==> src/rtl/nfps_pkg.sv <==
`timescale 1ns / 1ps

package nfps_pkg;

  // list geometry and field widths
  localparam int unsigned SLOTS = 4;
  localparam int unsigned NUM_W = 12;
  localparam int unsigned DIST_W = 50;
  localparam int unsigned MAG_W = DIST_W / 2;
  localparam int unsigned SUM_W = DIST_W + 2;
  localparam logic [DIST_W-1:0] DIST_SAT = '1;

  // depth of the queue between front and back
  localparam int unsigned QUEUE_DEPTH = 2;

  // configuration port
  localparam int unsigned APB_DW = 32;
  localparam int unsigned APB_AW = 4;
  localparam int unsigned REG_IDX_W = APB_AW - 2;
  localparam logic [REG_IDX_W-1:0] REG_QUERY_X = 2'd0;
  localparam logic [REG_IDX_W-1:0] REG_QUERY_Y = 2'd1;
  localparam logic [REG_IDX_W-1:0] REG_QUERY_Z = 2'd2;

  // per-point bookkeeping decided at accept time
  typedef struct packed {
    logic [NUM_W-1:0] number;
    logic             first;
    logic             part;
    logic             last;
    logic             ovf;
  } tag_t;

  // classified point handed from front to back
  typedef struct packed {
    tag_t              tag;
    logic [DIST_W-1:0] dist_sq;
  } item_t;

endpackage

==> src/rtl/nfps_front.sv <==
`timescale 1ns / 1ps

module nfps_front #(
  parameter int unsigned MAX_NODES  = 4096,
  parameter int unsigned COORD_BITS = 24
) (
  input  logic                         clk_i,
  input  logic                         rst_ni,
  input  logic                         in_valid_i,
  output logic                         in_ready_o,
  input  logic signed [COORD_BITS-1:0] point_x_i,
  input  logic signed [COORD_BITS-1:0] point_y_i,
  input  logic signed [COORD_BITS-1:0] point_z_i,
  input  logic                         last_point_i,
  input  logic signed [COORD_BITS-1:0] query_x_i,
  input  logic signed [COORD_BITS-1:0] query_y_i,
  input  logic signed [COORD_BITS-1:0] query_z_i,
  output logic                         item_valid_o,
  input  logic                         item_ready_i,
  output nfps_pkg::item_t              item_o
);

  localparam int unsigned CNT_W = $clog2(MAX_NODES + 2);
  localparam logic [CNT_W-1:0] MAX_CNT = CNT_W'(MAX_NODES);
  localparam int unsigned DIFF_W = COORD_BITS + 1;
  localparam int unsigned EXT_W =
    (DIFF_W > nfps_pkg::MAG_W) ? DIFF_W : nfps_pkg::MAG_W + 1;

  logic                           in_fire;
  logic                           adv1, adv2, adv3;
  logic [CNT_W-1:0]               cnt_q, cnt_d;
  logic                           started_q, started_d;
  nfps_pkg::tag_t                 tag_in;

  logic signed [COORD_BITS-1:0]   pt [3];
  logic signed [COORD_BITS-1:0]   qr [3];
  logic signed [DIFF_W-1:0]       diff [3];
  logic [DIFF_W-1:0]              mag [3];
  logic [EXT_W-1:0]               mag_ext [3];
  logic                           sat [3];

  logic                           v1_q, v2_q, v3_q;
  nfps_pkg::tag_t                 tag1_q, tag2_q, tag3_q;
  logic [nfps_pkg::MAG_W-1:0]     mag1_q [3];
  logic                           sat1_q [3];
  logic [nfps_pkg::DIST_W-1:0]    prod [3];
  logic [nfps_pkg::DIST_W-1:0]    sq2_q [3];
  logic [nfps_pkg::SUM_W-1:0]     sum;
  logic [nfps_pkg::DIST_W-1:0]    dist3_d, dist3_q;

  // pipeline advance, back to front
  assign adv3       = !v3_q || item_ready_i;
  assign adv2       = !v2_q || adv3;
  assign adv1       = !v1_q || adv2;
  assign in_ready_o = adv1;
  assign in_fire    = in_valid_i && in_ready_o;

  // numbering and classification of the accepted point
  always_comb begin
    tag_in.number = nfps_pkg::NUM_W'(cnt_q);
    tag_in.first  = !started_q;
    tag_in.part   = cnt_q < MAX_CNT;
    tag_in.last   = last_point_i;
    tag_in.ovf    = cnt_q >= MAX_CNT;
    if (last_point_i) begin
      cnt_d     = '0;
      started_d = 1'b0;
    end else begin
      cnt_d     = (cnt_q <= MAX_CNT) ? cnt_q + 1'b1 : cnt_q;
      started_d = 1'b1;
    end
  end

  always_ff @(posedge clk_i or negedge rst_ni) begin
    if (!rst_ni) begin
      cnt_q     <= '0;
      started_q <= 1'b0;
    end else if (in_fire) begin
      cnt_q     <= cnt_d;
      started_q <= started_d;
    end
  end

  // per-axis difference magnitude and saturation flag
  assign pt[0] = point_x_i;
  assign pt[1] = point_y_i;
  assign pt[2] = point_z_i;
  assign qr[0] = query_x_i;
  assign qr[1] = query_y_i;
  assign qr[2] = query_z_i;

  always_comb begin
    for (int a = 0; a < 3; a++) begin
      diff[a]    = $signed({pt[a][COORD_BITS-1], pt[a]})
                 - $signed({qr[a][COORD_BITS-1], qr[a]});
      mag[a]     = diff[a][DIFF_W-1] ? DIFF_W'(-diff[a]) : DIFF_W'(diff[a]);
      mag_ext[a] = EXT_W'(mag[a]);
      sat[a]     = |mag_ext[a][EXT_W-1:nfps_pkg::MAG_W];
    end
  end

  // stage 1: magnitudes
  always_ff @(posedge clk_i or negedge rst_ni) begin
    if (!rst_ni) begin
      v1_q <= 1'b0;
    end else if (adv1) begin
      v1_q <= in_valid_i;
    end
  end

  always_ff @(posedge clk_i) begin
    if (in_fire) begin
      tag1_q <= tag_in;
      for (int a = 0; a < 3; a++) begin
        mag1_q[a] <= mag_ext[a][nfps_pkg::MAG_W-1:0];
        sat1_q[a] <= sat[a];
      end
    end
  end

  // stage 2: squares
  always_comb begin
    for (int a = 0; a < 3; a++) begin
      prod[a] = mag1_q[a] * mag1_q[a];
    end
  end

  always_ff @(posedge clk_i or negedge rst_ni) begin
    if (!rst_ni) begin
      v2_q <= 1'b0;
    end else if (adv2) begin
      v2_q <= v1_q;
    end
  end

  always_ff @(posedge clk_i) begin
    if (adv2 && v1_q) begin
      tag2_q <= tag1_q;
      for (int a = 0; a < 3; a++) begin
        sq2_q[a] <= sat1_q[a] ? nfps_pkg::DIST_SAT : prod[a];
      end
    end
  end

  // stage 3: saturating sum
  always_comb begin
    sum = nfps_pkg::SUM_W'(sq2_q[0]) + nfps_pkg::SUM_W'(sq2_q[1])
        + nfps_pkg::SUM_W'(sq2_q[2]);
    dist3_d = (|sum[nfps_pkg::SUM_W-1:nfps_pkg::DIST_W]) ? nfps_pkg::DIST_SAT
                                                          : sum[nfps_pkg::DIST_W-1:0];
  end

  always_ff @(posedge clk_i or negedge rst_ni) begin
    if (!rst_ni) begin
      v3_q <= 1'b0;
    end else if (adv3) begin
      v3_q <= v2_q;
    end
  end

  always_ff @(posedge clk_i) begin
    if (adv3 && v2_q) begin
      tag3_q  <= tag2_q;
      dist3_q <= dist3_d;
    end
  end

  assign item_valid_o   = v3_q;
  assign item_o.tag     = tag3_q;
  assign item_o.dist_sq = dist3_q;

`ifndef SYNTHESIS
  // a closing point restarts numbering for the next set
  assert property (@(posedge clk_i) disable iff (!rst_ni)
    (in_fire && last_point_i) |=> (cnt_q == '0 && !started_q))
    else $error("set counter not cleared after last point");

  // a stalled output stage keeps its distance
  assert property (@(posedge clk_i) disable iff (!rst_ni)
    (v3_q && !item_ready_i) |=> (v3_q && $stable(dist3_q)))
    else $error("front output changed while stalled");
`endif

endmodule

==> config.mk <==
export PLATFORM = sky130hd
export DESIGN_NAME = nfps_front
export DESIGN_NICKNAME = d
export VERILOG_FILES = /design/src/rtl/nfps_pkg.sv /design/src/rtl/nfps_front.sv
export SDC_FILE = /design/constraint.sdc
export NUM_CORES = 2
export LEC_CHECK = 0
export ABC_AREA = 1
export BUFFER_PORTS_ARGS = -buffer_cell sky130_fd_sc_hd__clkbuf_2
export CAP_MARGIN = 20
export CORE_AREA = 2 2 422 424
export DETAILED_ROUTE_END_ITERATION = 10
export DIE_AREA = 0 0 424 426
export GPL_ROUTABILITY_DRIVEN = 0
export PLACE_DENSITY = 0.59
export REMOVE_ABC_BUFFERS = 1
export SLEW_MARGIN = 20
export SYNTH_ARGS = -nofsm -noshare
export SYNTH_HDL_FRONTEND = slang
export SYNTH_SLANG_ARGS = --single-unit
==> constraint.sdc <==
create_clock -name clk_i -period 7.43 [get_ports clk_i]
set_input_delay 1.486 -clock clk_i [delete_from_list [all_inputs] [get_ports clk_i]]
set_output_delay 1.486 -clock clk_i [all_outputs]
set_load 0.1 [all_outputs]
== Word-level counts from Yosys, hierarchy flattened ==
Memory sizes are Yosys's and may differ from the RTL's.
Cells that the tools add are included.
Storage, ports and cells
  register bits: 115
  bits in latches: 0
  bits in writable memories: 225
  ROM bits: 0
  bits of input ports: 149
  output and inout bits: 68
  logic and storage cells: 64
  memories: 2
Memories
  sq2_q: words 3, width 50, rd ports 3, clocked after Yosys merged registers in 0, wr ports 3, line nfps_front.sv:47  | logic [nfps_pkg::DIST_W-1:0] sq2_q [3];
  mag1_q: words 3, width 25, rd ports 3, clocked after Yosys merged registers in 0, wr ports 3, line nfps_front.sv:44  | logic [nfps_pkg::MAG_W-1:0] mag1_q [3];
Operators by class
  add/sub/neg operators: 9
  $mul: 3
  div/mod/pow operators: 0
  $lt $le $gt $ge: 3
  eq/ne operators: 0
  shift-type cells: 0
  multiplexer cells: 13
  bitwise operators: 0
  reductions and logical operators: 13
Operators by type and width (number)
  multiplier 25 x 25 -> 50 bit: 3
  2-to-1 mux 50 bit: 3
  2-to-1 mux 25 bit: 3
  negator 25 bit: 3
  subtractor 24 x 24 -> 25 bit: 3
  adder 51 x 50 -> 52 bit: 1
  adder 50 x 50 -> 51 bit: 1
  2-to-1 mux 13 bit: 2
  adder 13 x 1 -> 13 bit (second input constant): 1
  >= comparator 13 bit (second input constant): 1
  <= comparator 13 bit (second input constant): 1
  less-than comparator 13 bit (second input constant): 1
  2-to-1 mux 1 bit: 5
  logical NOT 1 bit: 4
  logical AND 1 bit: 3
  logical OR 1 bit: 3
  AND reduction 2 bit: 1
  nonzero test 2 bit: 1
  OR reduction 2 bit: 1

== Logic depth before layout (Yosys ltp) ==
  word-level depth: 7
  depth in mapped cells: 30
  mapped depth without buffers: 28

== Least setup slack after synthesis ==
OpenSTA, ideal clock, no wires.
  path kind: register to register
  start: mem mag1_q[0][53] (netlist name)
  end: mem sq2_q[0][136] (netlist name) (data pin)
  library setup time: 0.252 ns
  arrival time: 6.242 ns
  required time: 7.178 ns
  setup slack: 0.936 ns
  cell stages (with the launch flop): 28
  path buffers: 2
  clock period less this slack: 6.494 ns
  path through: edfxtp_1 clkbuf_1 clkbuf_1 nand2_1 fa_1 inv_1 fa_1 inv_1 fa_1 inv_1 fa_1 inv_1 fa_1 inv_1 fa_1 inv_1 fa_1 inv_1 ha_1 a21oi_1 o21ai_0 a21o_1 nor3_1 o21ai_0 a21oi_1 inv_1 nand2_1 nand2_1
RTL lines (line)
  start: declaration: nfps_front.sv:44
  end: declaration: nfps_front.sv:47

==> results.toml <==
[outcome]
status = "finished clean"

[placed_design]
dp.cells = 12200
dp_hpwl_mm = 179
port_buffers = 216

[detailed_routing]
wl_per_cell_um = 16.8
via_per_inst = 4.91
vias = 60600
drc = 0
ant_nets = 0
drtIter0Drc = 4079
drt-total-wl_mm = 207
dr.pass1.iters = 8

[timing]
finalCriticalPeriod_ns = 7.15
grt_setup_unrepaired = "false"
fin_skew_ns = 0.0799
finalCritPeriodShare_pct = 96.2
timing.fmax_mhz = 140
finalHoldViolCount = 0
worstMarginPinSlew_ns = 1.04
whs_ns = 0.415
slew_headroom_pct = 30.6
setup_tns_ns = 0
finalMaxSlewViolations = 0
setup_viol = 0

[synthesis]
synth_top_area_share_pct = 36.9
ys_seq_area_share_pct = 12.8
ys_ff_latch = 337
synth_cell_types = 51
synth_area_leader_cell = "fa_1"
ys_top_cells_by_area = "fa_1, inv_1, edfxtp_1"
yosys_warnings = 0
synthesis.area_um2 = 78600
syn_inst = 9768
synth.avg_cell_area_um2 = 8.05

[worst_setup_path]
path_cells = "nand2_1 > fa_1 > inv_1 > fa_1 > inv_1 > fa_1 > inv_1 > fa_1 > inv_1 > fa_1 > inv_1 > fa_1 > inv_1 > fa_1 > inv_1 > ha_1 > a21oi_1 > o21ai_0 > o21ai_0 > nand3_1 > a21oi_1 > o21ai_0 > xor2_1"
critPathKind = "flop to flop"
cpPeakStageDelay_ns = 0.73
critPathSlowestCell = "edfxtp_1"
endpoint_kind = "flop"
path_buf_inv = 7
path_depth = 23
path_max_fanout = 11
cp_top_family = "adder cells"
r2r_cells = 23
startpoint_type = "flop"
crit_required_ns = 7.78
r2r_setup_slack_ns = 0.28
cp_data_arrival_time_ns = 7.50

[final_layout]
syn_to_final_growth_pct = 7.50
fin_cells = 12300
seq_area_um2 = 10000
post-route-util_pct = 48.1
drive_gt1_share_pct = 4.86
fill_cells = 17200
nNetsFinal = 12300
multiInputGateArea_um2 = 56200

[floorplanning]
die_h_um = 426
core_um2 = 176000
ios = 217
die-area_um2 = 181000
start_util_pct = 44.7
fp.dieW_um = 424
fp-row-count = 154

[cts]
cts-htree-levels = 2
cts_buffers = 43
clk_latency_ns = 0.66
cts_sinks = 337
cts_buffer_depth = 3
cts_tree = "yes"
root_buffer = "clkbuf_16"
path_clk_slew_ns = 0.06

[grt]
grt_usage_pct = 23.5
gr-total-overflow = 0
grt_pass1_vias = 63600
grt_pass1_wl_mm = 336
grt_max_degree = 119
antenna_found_initial = 0

[hold_path]
whs_path_depth = 0
holdCritPathClass = "flop to flop"

[run]
maxCapViolCount = 0
[final timing paths]
path                               from            to
min in group asynchronous        rst_ni     cnt_q[10]
hold reg to reg               tag1_q[8]     tag2_q[8]
max in group asynchronous        rst_ni      cnt_q[5]
hold / removal                tag1_q[8]     tag2_q[8]
setup / recovery           mag1_q[0][2]  sq2_q[0][34]
setup reg to reg           mag1_q[0][2]  sq2_q[0][34]
[cells in the final DEF, fill, tap and decap left out, types with 108 or more instances in the layout]
cell type and count:
inv_1 3066, edfxtp_1 320, ha_1 692, buf_4 144
o21ai_0 162, xor2_1 170, a21oi_1 306, nor2_1 498
clkbuf_2 216, fa_1 1451, nand3_1 245, nand2_1 2116
xnor2_1 108
[routing by layer]
metal	share of wire [%]	global-route usage (%)
met1	43	31.8
met4	3.4	7.21
met2	48	39.8
met3	5.8	2.56
met5	0	0
[repair_timing]
| action | CTS | global route |
|---|---|---|
| gates resized for setup | 0 | 2 |
| endpoints found under the setup margin | 0 | 9 |
| hold buffers | 0 | 0 |
| buffers inserted | 0 | 33 |
[metrics by stage]
| stage | area (um2) | worst slack [ns] |
|---|---|---|
| final | 84500 | 0.281 |
| after CTS | 84200 | 0.172 |
| after global routing | 84500 | 0.0119 |
| after global placement | 82700 | 0.209 |
| after detailed placement | 82800 | 0.190 |
| after floorplan | 77700 | 0.979 |
[synthesized netlist by cell type, drive strengths merged]
| cell type | n |
|---|---|
| xor2 | 171 |
| nor3b | 5 |
| o2111ai | 3 |
| nor2 | 503 |
| xnor2 | 108 |
| a21oi | 307 |
| edfxtp | 320 |
| o21ai | 172 |
| a211oi | 2 |
| o311ai | 1 |
| buf | 12 |
| o22ai | 1 |
| nand2b | 1 |
| o221ai | 7 |
| and2 | 4 |
| and3 | 10 |
| nor4 | 23 |
| nand3b | 14 |
| o31ai | 6 |
| ha | 692 |
| a31oi | 49 |
| dfrtp | 17 |
| fa | 1451 |
| or2 | 7 |
| nor3 | 51 |
| o21bai | 43 |
| a21boi | 13 |
| o211ai | 6 |
| nand4 | 54 |
| o21a | 15 |
| clkbuf | 213 |
| inv | 3069 |
| conb | 1 |
| nand3 | 248 |
| nand2 | 2127 |
| a21o | 42 |
[kinds of logic after synthesis]
kind of cell / after synthesis / synth area share, %
AOI/OAI and AO/OA: 667 / 4.82
buffers and inverters: 3294 / 15.8
xor gates and xnor gates: 279 / 3.13
adders and majority gates: 2143 / 47.9
other: 1 / 0.00477
and+or+nand+nor: 3047 / 15.5
DFF: 337 / 12.8
[registers in the layout (all words and copies together) (netlist names)]
register      cells
started_q         1
item_o           16
tag2_q           16
mag1_q           75
dist3_q          50
sq2_q           147
item_valid_o      1
cnt_q            13
v1_q              1
v2_q              1
tag1_q           16
[layout make-up]
cell class	count	share of cell area, %
Antenna cell	1	0.00296
Clock buffer	49	1.36
Clock inverter	29	0.280
Inverter	3069	13.6
Multi-Input combinational cell	6139	66.5
Sequential cell	337	11.9
Tap cell	2340	3.46
Timing Repair Buffer	375	2.91
Power is left out: the tool's default activity adds up to more than one toggle a clock period on the data nets, which glitch-free logic cannot reach.
