==> src/rtl/nfps_pkg.sv <==
`timescale 1ns / 1ps

package nfps_pkg;

  // list geometry and field widths
  localparam int unsigned SLOTS = 4;
  localparam int unsigned NUM_W = 12;
  localparam int unsigned DIST_W = 50;
  localparam int unsigned MAG_W = DIST_W / 2;
  localparam int unsigned SUM_W = DIST_W + 2;
  localparam logic [DIST_W-1:0] DIST_SAT = '1;

  // depth of the queue between front and back
  localparam int unsigned QUEUE_DEPTH = 2;

  // configuration port
  localparam int unsigned APB_DW = 32;
  localparam int unsigned APB_AW = 4;
  localparam int unsigned REG_IDX_W = APB_AW - 2;
  localparam logic [REG_IDX_W-1:0] REG_QUERY_X = 2'd0;
  localparam logic [REG_IDX_W-1:0] REG_QUERY_Y = 2'd1;
  localparam logic [REG_IDX_W-1:0] REG_QUERY_Z = 2'd2;

  // per-point bookkeeping decided at accept time
  typedef struct packed {
    logic [NUM_W-1:0] number;
    logic             first;
    logic             part;
    logic             last;
    logic             ovf;
  } tag_t;

  // classified point handed from front to back
  typedef struct packed {
    tag_t              tag;
    logic [DIST_W-1:0] dist_sq;
  } item_t;

endpackage

==> src/rtl/nfps_queue.sv <==
`timescale 1ns / 1ps

module nfps_queue #(
  parameter int unsigned DEPTH = nfps_pkg::QUEUE_DEPTH
) (
  input  logic            clk_i,
  input  logic            rst_ni,
  input  logic            push_valid_i,
  output logic            push_ready_o,
  input  nfps_pkg::item_t push_item_i,
  output logic            pop_valid_o,
  input  logic            pop_ready_i,
  output nfps_pkg::item_t pop_item_o
);

  localparam int unsigned PTR_W = $clog2(DEPTH);
  localparam int unsigned CNT_W = $clog2(DEPTH + 1);
  localparam logic [PTR_W-1:0] LAST_PTR = PTR_W'(DEPTH - 1);
  localparam logic [CNT_W-1:0] FULL_CNT = CNT_W'(DEPTH);

  nfps_pkg::item_t  mem_q [DEPTH];
  logic [PTR_W-1:0] wr_ptr_q, rd_ptr_q;
  logic [CNT_W-1:0] count_q;
  logic             push, pop;

  assign push_ready_o = count_q != FULL_CNT;
  assign pop_valid_o  = count_q != '0;
  assign push         = push_valid_i && push_ready_o;
  assign pop          = pop_valid_o && pop_ready_i;
  assign pop_item_o   = mem_q[rd_ptr_q];

  // storage
  always_ff @(posedge clk_i) begin
    if (push) begin
      mem_q[wr_ptr_q] <= push_item_i;
    end
  end

  // pointers and fill level
  always_ff @(posedge clk_i or negedge rst_ni) begin
    if (!rst_ni) begin
      wr_ptr_q <= '0;
      rd_ptr_q <= '0;
      count_q  <= '0;
    end else begin
      if (push) begin
        wr_ptr_q <= (wr_ptr_q == LAST_PTR) ? '0 : wr_ptr_q + 1'b1;
      end
      if (pop) begin
        rd_ptr_q <= (rd_ptr_q == LAST_PTR) ? '0 : rd_ptr_q + 1'b1;
      end
      if (push && !pop) begin
        count_q <= count_q + 1'b1;
      end else if (pop && !push) begin
        count_q <= count_q - 1'b1;
      end
    end
  end

`ifndef SYNTHESIS
  // fill level never exceeds the depth
  assert property (@(posedge clk_i) disable iff (!rst_ni)
    count_q <= FULL_CNT)
    else $error("queue overfilled");

  // a lone push raises the fill level by one
  assert property (@(posedge clk_i) disable iff (!rst_ni)
    (push && !pop) |=> (count_q == $past(count_q) + 1'b1))
    else $error("queue fill level lost a request");
`endif

endmodule

==> config.mk <==
export PLATFORM = sky130hd
export DESIGN_NAME = nfps_queue
export DESIGN_NICKNAME = d
export VERILOG_FILES = /design/src/rtl/nfps_pkg.sv /design/src/rtl/nfps_queue.sv
export SDC_FILE = /design/constraint.sdc
export NUM_CORES = 1
export LEC_CHECK = 0
export BUFFER_PORTS_ARGS = -buffer_cell sky130_fd_sc_hd__buf_4
export CAP_MARGIN = 30
export CORE_ASPECT_RATIO = 2
export CORE_MARGIN = 1.5
export CORE_UTILIZATION = 30
export CTS_BUF_LIST = sky130_fd_sc_hd__clkbuf_8
export DETAILED_ROUTE_END_ITERATION = 16
export HOLD_SLACK_MARGIN = 0.06
export SKIP_CTS_REPAIR_TIMING = 1
export SYNTH_ARGS = -nofsm -noshare
export SYNTH_HDL_FRONTEND = slang
export SYNTH_SLANG_ARGS = --single-unit
==> constraint.sdc <==
create_clock -name clk_i -period 4.1 [get_ports clk_i]
set_input_delay 0.615 -clock clk_i [delete_from_list [all_inputs] [get_ports clk_i]]
set_output_delay 0.615 -clock clk_i [all_outputs]
set_load 0.02 [all_outputs]
# Word level (Yosys, flattened, before mapping)
# Memory sizes are Yosys's and may differ from the RTL's.
# Index checks and enable logic that the tools add are counted.
# op_classes
n_mux	6
n_eq_ne	1
addsub	4
n_reduce_logical	8
# ops
op	count
1-bit logical AND	4
1-bit two-way mux	4
2-bit two-way mux	2
2-bit nonzero test	2
1-bit adder (second input constant)	2
2-bit by 1-bit adder with 2-bit output (second input constant)	1
1-bit logical NOT	2
2-bit inequality test (second input constant)	1
2-bit by 1-bit subtractor with 2-bit output (second input constant)	1
# word_totals
n_memories	1
input_bits	70
output_inout_bits	68
ramBits	132
regBits	4
elab_cells	23
# mem_list
name	depth	width	read_ports	rd_clocked_by_memory_dff	write_ports	line	rtl
mem_q	2	66	1	0	1	nfps_queue.sv:21	nfps_pkg::item_t mem_q [DEPTH];

# Longest topological paths before layout
# Gate-level depths: netlist of the first run.
# logic_depth
word_depth	6
mapped_depth	7
ltp_nobuf	7

# Worst setup path before layout of the first run
# Ideal clock, no wire load.
# synth_path
path_type	register to register
from	register count_q[0]
to	memory mem_q[0][0] (netlist bit), enable pin
t_arrival_ns	3.558
required_time_ns	3.610
path_slack_ns	0.052
synth_period_minus_slack_ns	4.048
n_path_buf	0
path_stages_with_launch	4
setup_time_ns	0.490
cell_sequence	dfrtp_1 -> nand2b_1 -> nand2_1 -> nor2_1
# synth_via
elab_chain_len	4
# synth_rtl
element	line	rtl
from (decl)	nfps_queue.sv:23	logic [CNT_W-1:0] count_q;
from (signal assigned)	nfps_queue.sv:53	count_q <= count_q + 1'b1;
from (signal assigned)	nfps_queue.sv:55	count_q <= count_q - 1'b1;
2-bit inequality test	nfps_queue.sv:26	assign push_ready_o = count_q != FULL_CNT;
net push_ready_o	nfps_queue.sv:9	output logic push_ready_o,
1-bit logical AND	nfps_queue.sv:28	assign push = push_valid_i && push_ready_o;
1-bit two-way mux	nfps_queue.sv:34	if (push) begin
1-bit two-way mux (implied by the code)	nfps_queue.sv:35	mem_q[wr_ptr_q] <= push_item_i;
to (decl)	nfps_queue.sv:21	
# The timed path passes the listed nets, and every way through them passes these cells.

==> summary.md, run 1 <==
| Metric | Value |
|---|---|
| Register area share after synthesis | 80.2% |
| Fill cell count | 1,530 |
| TritonCTS Buffers | 17 |
| Final Skew | 0.00981 ns |
| Leakage power | 2.64 nW |
| Setup_tns | 0 ns |
| Die footprint | 0.0177 sq mm |
| PD cells | 752 mW/mm^2 |
| Drt first pass iters | 4 |
| Hold path depth | 1 |
| CP Launch Type | flip-flop |
| Design area | 0.00688 sq mm |
| Power, Total | 0.00517 W |
| Setup slack, reg-to-reg | 2.02 ns |
| Endpoints failing setup | 0 |
| Max-cap viol count | 0 |
| GRT Util Overall | 11.8% |
| Fin. Hold Viols | 0 |
| Total grt overflow | 0 |
| Post-Synthesis Cell Area | 0.00507 sq mm |
| Routed WL per cell | 16.5 um |
| Worst hold path class | primary input to flip-flop |
| Switch share | 30.9% |
| Via count | 2,576 |
| Crit path DAT | 2.06 ns |
| RSZ-0062 raised after global routing | false |
| Placed cell area | 0.00636 sq mm |
| Placer congestion estimate | 0.721 |
| Clock net sink count | 136 |
| Critical Path RT | 3.48 ns |
| # rows | 67 |
| FF-to-FF path depth | 4 |
| Hold endpoint | mem_q[0][49] |
| DR vias/cell | 4.32 |
| Detailed placer's ending HPWL | 6.39 mm |
| Avg Inst Size Synth | 22.7 sq um |
| Maximum clock frequency | 373 MHz |
| Crit share post-route | 65.3% |
| Post-route antenna net violation count | 0 |
| Root Driver | clkbuf_8 |
| Post-synth cell types | 16 |
| Worst Max-Slew Pin Slew | 0.840 ns |
| Die Ht | 187 um |
| Commonest cells after routing, fill and taps aside | buf_4, edfxtp_1, mux2_2, mux2_4, clkbuf_8 |
| Logic pwr share | 34.9% |
| Worst-path clk slew | 0.08 ns |
| Kind of capture point of the worst setup path | output pin |
| H-tree Lvls | 4 |
| Largest net degree at the start of global routing | 67 |
| Syn. warnings | 0 |
| Int Power | 0.00358 W |
| Number of buffers added on ports | 137 |
| CP Max Fanout | 39 |
| Initial antenna violation count | 0 |
| Die Wd | 94.9 um |
| CTS tree | yes |
| DRC viols | 0 |
| CTS Buffer Depth | 2 |
| Core area | 0.0167 sq mm |
| Syn Inst Count | 223 |
| Flop pwr share | 39.7% |
| Starting Density | 30.4% |
| Ant diodes | 0 |
| # IOs | 138 |
| Reg-to-reg startpoint | count_q[0] |
| Psw | 0.00160 W |
| Nets | 447 |
| Maximum VDD drop | 0.634 mV |
| Commonest non-fill, non-tap cell in the layout | buf_4 |
| Layout cells sized above 1 | 62.2% |
| Vias in the first global route | 2,801 |
| Area grow syn2layout | 35.7% |
| First-iteration detailed-routing DRC count | 112 |
| Global-route wire length before repair | 14.9 mm |
| CP Class | flip-flop to output pin |
| Yosys reg bits | 136 |
| Worst hold path startpoint | push_item_i[49] |
| Clock Power Share | 25.4% |
| Max Transition Viols Final | 0 |
| Clk_lat worst skew | 0.43 ns |
| Status | finished, final reports clean |
| Post-Syn Nets | 294 |
| Worst relative slew slack | 43.9% |
| Routed WL | 9.83 mm |
| Critical R2R Capture | mem_q[0][27] |
| Min Tclk post-route | 2.68 ns |
power groups by stage:
stage | combinational (W) | clock, W | sequential [W]
after floorplan | 0.00121 | 0 | 0.00201
after global placement | 0.00170 | 0 | 0.00216
after detailed placement | 0.00182 | 0 | 0.00210
after CTS | 0.00183 | 0.00135 | 0.00207
after global routing | 0.00192 | 0.00141 | 0.00209
final | 0.00181 | 0.00131 | 0.00205
worst max-delay path by stage:
stage	from	end	slack, ns
CTS	rd_ptr_q	pop_item_o[5]	1.34
detailed placement	rd_ptr_q	pop_item_o[5]	1.85
finish	rd_ptr_q	pop_item_o[48]	1.42
global placement	rd_ptr_q	pop_item_o[58]	1.72
floorplan	count_q[0]	mem_q[0][0]	0.05
global route	rd_ptr_q	pop_item_o[5]	1.30
cell usage after synthesis:
cell | instances | area share, %
buf_6 | 3 | 0.67
xor2_1 | 2 | 0.35
nor2_1 | 2 | 0.15
and3_1 | 1 | 0.12
xnor2_1 | 3 | 0.52
buf_4 | 1 | 0.15
nand2b_1 | 1 | 0.12
buf_2 | 3 | 0.30
mux2_4 | 30 | 8.9
ha_1 | 1 | 0.25
dfrtp_1 | 4 | 2.0
inv_1 | 1 | 0.074
edfxtp_1 | 132 | 78
mux2_2 | 36 | 8.0
or2_2 | 1 | 0.12
nand2_1 | 2 | 0.15
layout make-up:
| type | instances | area, sq um | share of cell area, % |
|---|---|---|---|
| Sequential cell | 136 | 4070 | 59.1 |
| Timing Repair Buffer | 141 | 1110 | 16.1 |
| Multi-Input combinational cell | 79 | 958 | 13.9 |
| Tap cell | 207 | 259 | 3.77 |
| Clock inverter | 15 | 249 | 3.62 |
| Clock buffer | 17 | 234 | 3.40 |
| Inverter | 1 | 3.75 | 0.0546 |
worst max-delay path: stages (launching register included):
cell     delay (ns)
dfrtp_4        0.75
buf_16         0.30
mux2_2         0.38
buf_4          0.16
sequential cells by signal, summed over array words and instances, names as in the netlist:
signal,flops
mem_q,132
count_q,2
rd_ptr_q,1
wr_ptr_q,1
cells by family (layout without fill, tap and decap cells):
kind of cell  Yosys count  after routing  synth area share [%]
xor+xnor                5              5                 0.864
fa+ha+maj               1              1                 0.247
buf+inv                 8            174                  1.18
flops                 136            136                  80.2
mux                    66             66                  16.9
simple gates            7              7                 0.667
metal layers:
layer  routed length (um)  global-route usage, %  vias to the layer above
li1                     -                      -                     1182
met1                 3220                   11.1                     1289
met2                 5770                   21.3                       91
met3                  489                   3.46                       14
met4                  344                   7.63                        0
met5                    0                      0                        -
per-stage QoR:
step                      setup slack (ns)  hold slack (ns)  std cells  util [%]
final                                 1.42            0.363        596      41.2
after global placement                1.72            0.414        561      38.0
after detailed placement              1.85            0.418        562      38.2
after floorplan                     0.0519            0.319        223         -
after global routing                  1.30            0.318        596      41.2
after CTS                             1.34          -0.0817        594      41.0
Note: power is estimated with default switching activity, not from simulation.
==> inputs of run 2 (changes only) <==
==> constraint.sdc (replaced) <==
create_clock -name clk_i -period 2.45 [get_ports clk_i]
set_input_delay 0.3675 -clock clk_i [delete_from_list [all_inputs] [get_ports clk_i]]
set_output_delay 0.3675 -clock clk_i [all_outputs]
set_load 0.02 [all_outputs]
==> run 2 against run 1 <==
  * Setup slack worse by 1.2 ns
  * Sequential cell count unchanged
  * Hold slack worse by 0.26 ns
  * Routed wire length up 4.8%
  * Via count up 1.5%
  * Register-to-register slack worse by 1.3 ns
  * Power up 65%
  * Clock skew down 0.0015 ns
  * Sequential share of layout area up 0.16 points
  * First-iteration DRC count up 17%
==> summary.md, run 2 (synthesized netlist as in run 1, its figures left out) <==
| Metric | Value |
|---|---|
| Status | finished, final reports clean (unchanged) |
| Worst setup margin | 0.190 ns (was 1.42 ns) |
| Number of buffers added on ports | 137 (unchanged) |
| Design area | 0.00686 sq mm (was 0.00688 sq mm) |
| DR vias/cell | 4.36 (was 4.32) |
| Min Tclk post-route | 2.26 ns |
| Commonest cells after routing, fill and taps aside | buf_4, edfxtp_1, mux2_2, mux2_4, clkbuf_8 (unchanged) |
| Nets | 451 (was 447) |
| Drt first pass iters | 4 (unchanged) |
| TritonCTS Buffers | 17 (unchanged) |
| Area grow syn2layout | 35.3% (was 35.7%) |
| # IOs | 138 (unchanged) |
| Reg area | 0.00407 sq mm (unchanged) |
| GRT Util Overall | 12.1% (was 11.8%) |
| Slowest stage delay, CP | 0.66 ns (was 0.75 ns) |
| Switch share | 31.1% (was 30.9%) |
| Worst-path clk slew | 0.08 ns (about the same) |
| Psw | 0.00266 W (was 0.00160 W) |
| CP Class | flip-flop to output pin (unchanged) |
| Logic pwr share | 36.5% (was 34.9%) |
| FF-to-FF path depth | 3 (was 4) |
| Setup_tns | 0 ns (unchanged) |
| CTS tree | yes (unchanged) |
| Routed WL per cell | 17.2 um (was 16.5 um) |
| CP Max Fanout | 19 (was 39) |
| Fin. Hold Viols | 0 (unchanged) |
| Final Skew | 0.00833 ns (was 0.00981 ns) |
| Layout cells sized above 1 | 61.8% (was 62.2%) |
| Int Power | 0.00589 W (was 0.00358 W) |
| Starting Density | 30.4% (unchanged) |
| Core area | 0.0167 sq mm (unchanged) |
| Clk_lat worst skew | 0.44 ns (was 0.43 ns) |
| Root Driver | clkbuf_8 (unchanged) |
| Global-route wire length before repair | 15.0 mm (was 14.9 mm) |
| Worst hold path class | primary input to flip-flop (unchanged) |
| Top Registers | mem_q x132, count_q x2 (unchanged) |
| Kind of capture point of the worst setup path | output pin (unchanged) |
| CP max stage cell | dfrtp_4 (unchanged) |
| Die Ht | 187 um (unchanged) |
| Placer congestion estimate | 0.746 (was 0.721) |
| Placed cell area | 0.00639 sq mm (was 0.00636 sq mm) |
| Crit path cell chain | buf_4 -> mux2_2 -> buf_4 (was buf_16 -> mux2_2 -> buf_4) |
| Maximum clock frequency | 442 MHz |
| Largest net degree at the start of global routing | 45 (was 67) |
| Critical Path RT | 2.08 ns (was 3.48 ns) |
| Power, Total | 0.00855 W (was 0.00517 W) |
| Initial antenna violation count | 0 (unchanged) |
| RSZ-0062 raised after global routing | false (unchanged) |
| Via count | 2,614 (was 2,576) |
| # rows | 67 (unchanged) |
| PD cells | 1250 mW/mm^2 (was 752 mW/mm^2) |
| Endpoints failing setup | 0 (unchanged) |
| Worst relative slew slack | 66.4% (was 43.9%) |
| Flop pwr share | 39.9% (was 39.7%) |
| Die Wd | 94.9 um (unchanged) |
| Leakage power | 2.63 nW (was 2.64 nW) |
| DRC viols | 0 (unchanged) |
| Maximum VDD drop | 0.943 mV (was 0.634 mV) |
| Post-route antenna net violation count | 0 (unchanged) |
| Max Transition Viols Final | 0 (unchanged) |
| CP Launch Type | flip-flop (unchanged) |
| Commonest non-fill, non-tap cell in the layout | buf_4 (unchanged) |
| Die footprint | 0.0177 sq mm (unchanged) |
| Clock net sink count | 136 (unchanged) |
| Crit path top cell by count | buf_4 |
| H-tree Lvls | 4 (unchanged) |
| Ant diodes | 0 (unchanged) |
| Routed WL | 10.3 mm (was 9.83 mm) |
| Setup WS pre-CTS | 0.421 ns (was 1.85 ns) |
| Worst Max-Slew Pin Slew | 0.504 ns (was 0.840 ns) |
| Crit share post-route | 92.2% |
| First-iteration detailed-routing DRC count | 131 (was 112) |
| Vias in the first global route | 2,882 (was 2,801) |
| Crit path DAT | 1.89 ns (was 2.06 ns) |
| Clock Power Share | 23.6% (was 25.4%) |
| Multi-input gate area | 958 sq um (unchanged) |
| Hold slack | 0.108 ns (was 0.363 ns) |
| CTS Buffer Depth | 2 (unchanged) |
| Max FFs per register | 132 (unchanged) |
| Hold path depth | 1 (unchanged) |
| Fill cell count | 1,506 (was 1,530) |
| Detailed placer's ending HPWL | 6.97 mm (was 6.39 mm) |
| Total grt overflow | 0 (unchanged) |
| Max-cap viol count | 0 (unchanged) |
| Largest Register | mem_q (unchanged) |
run 2: changes by cell type in the layout (fill, tap and decap cells not counted), sizes merged:
cell,before,now
inv,2,1
clkinv,6,7
buf,140,144
bufinv,6,5
clkinvlp,2,3
run 2: power by group through the flow:
stage	logic, W	registers, W	clock network (W)
final	0.00312	0.00341	0.00202
after detailed placement	0.00305	0.00353	0
after floorplan	0.00202	0.00334	0
after global routing	0.00330	0.00347	0.00217
after global placement	0.00302	0.00350	0
after CTS	0.00306	0.00349	0.00209
run 2: critical path, delay by kind of cell (launching register included):
family                 cells  cell delay (ns)
muxes                      1             0.35
DFF                        1             0.66
buffers and inverters      2             0.44
run 2: final timing paths:
path / start / to / slack (ns)
max: rd_ptr_q / pop_item_o[54] / 0.19
max in group asynchronous: rst_ni / rd_ptr_q / 2.06
min reg2reg: count_q[1] / count_q[1] / 0.50
min: push_item_i[62] / mem_q[1][62] / 0.11
max reg2reg: count_q[0] / mem_q[1][31] / 0.76
min in group asynchronous: rst_ni / count_q[1] / 0.27
run 2: area by class of cell:
type	count	area share (%)
tap	207	3.78
clock buffer	17	3.41
multi-input combinational	79	14.0
inverter	1	0.0547
timing repair buffer	145	16.5
clock inverter	15	3.03
sequential	136	59.3
run 2: stage by stage:
step | instances | utilization [%]
final | 600 | 41.1
after floorplan | 223 | -
after CTS | 598 | 40.9
after global routing | 600 | 41.1
after global placement | 566 | 38.3
after detailed placement | 566 | 38.3
run 2: per-layer routing:
metal,vias up,share of wire [%],GRT usage (%)
met5,-,0,0
met4,0,3.4,7.18
met3,21,4.3,3.66
met2,85,61,23.1
met1,1315,31,10.2
li1,1193,-,-
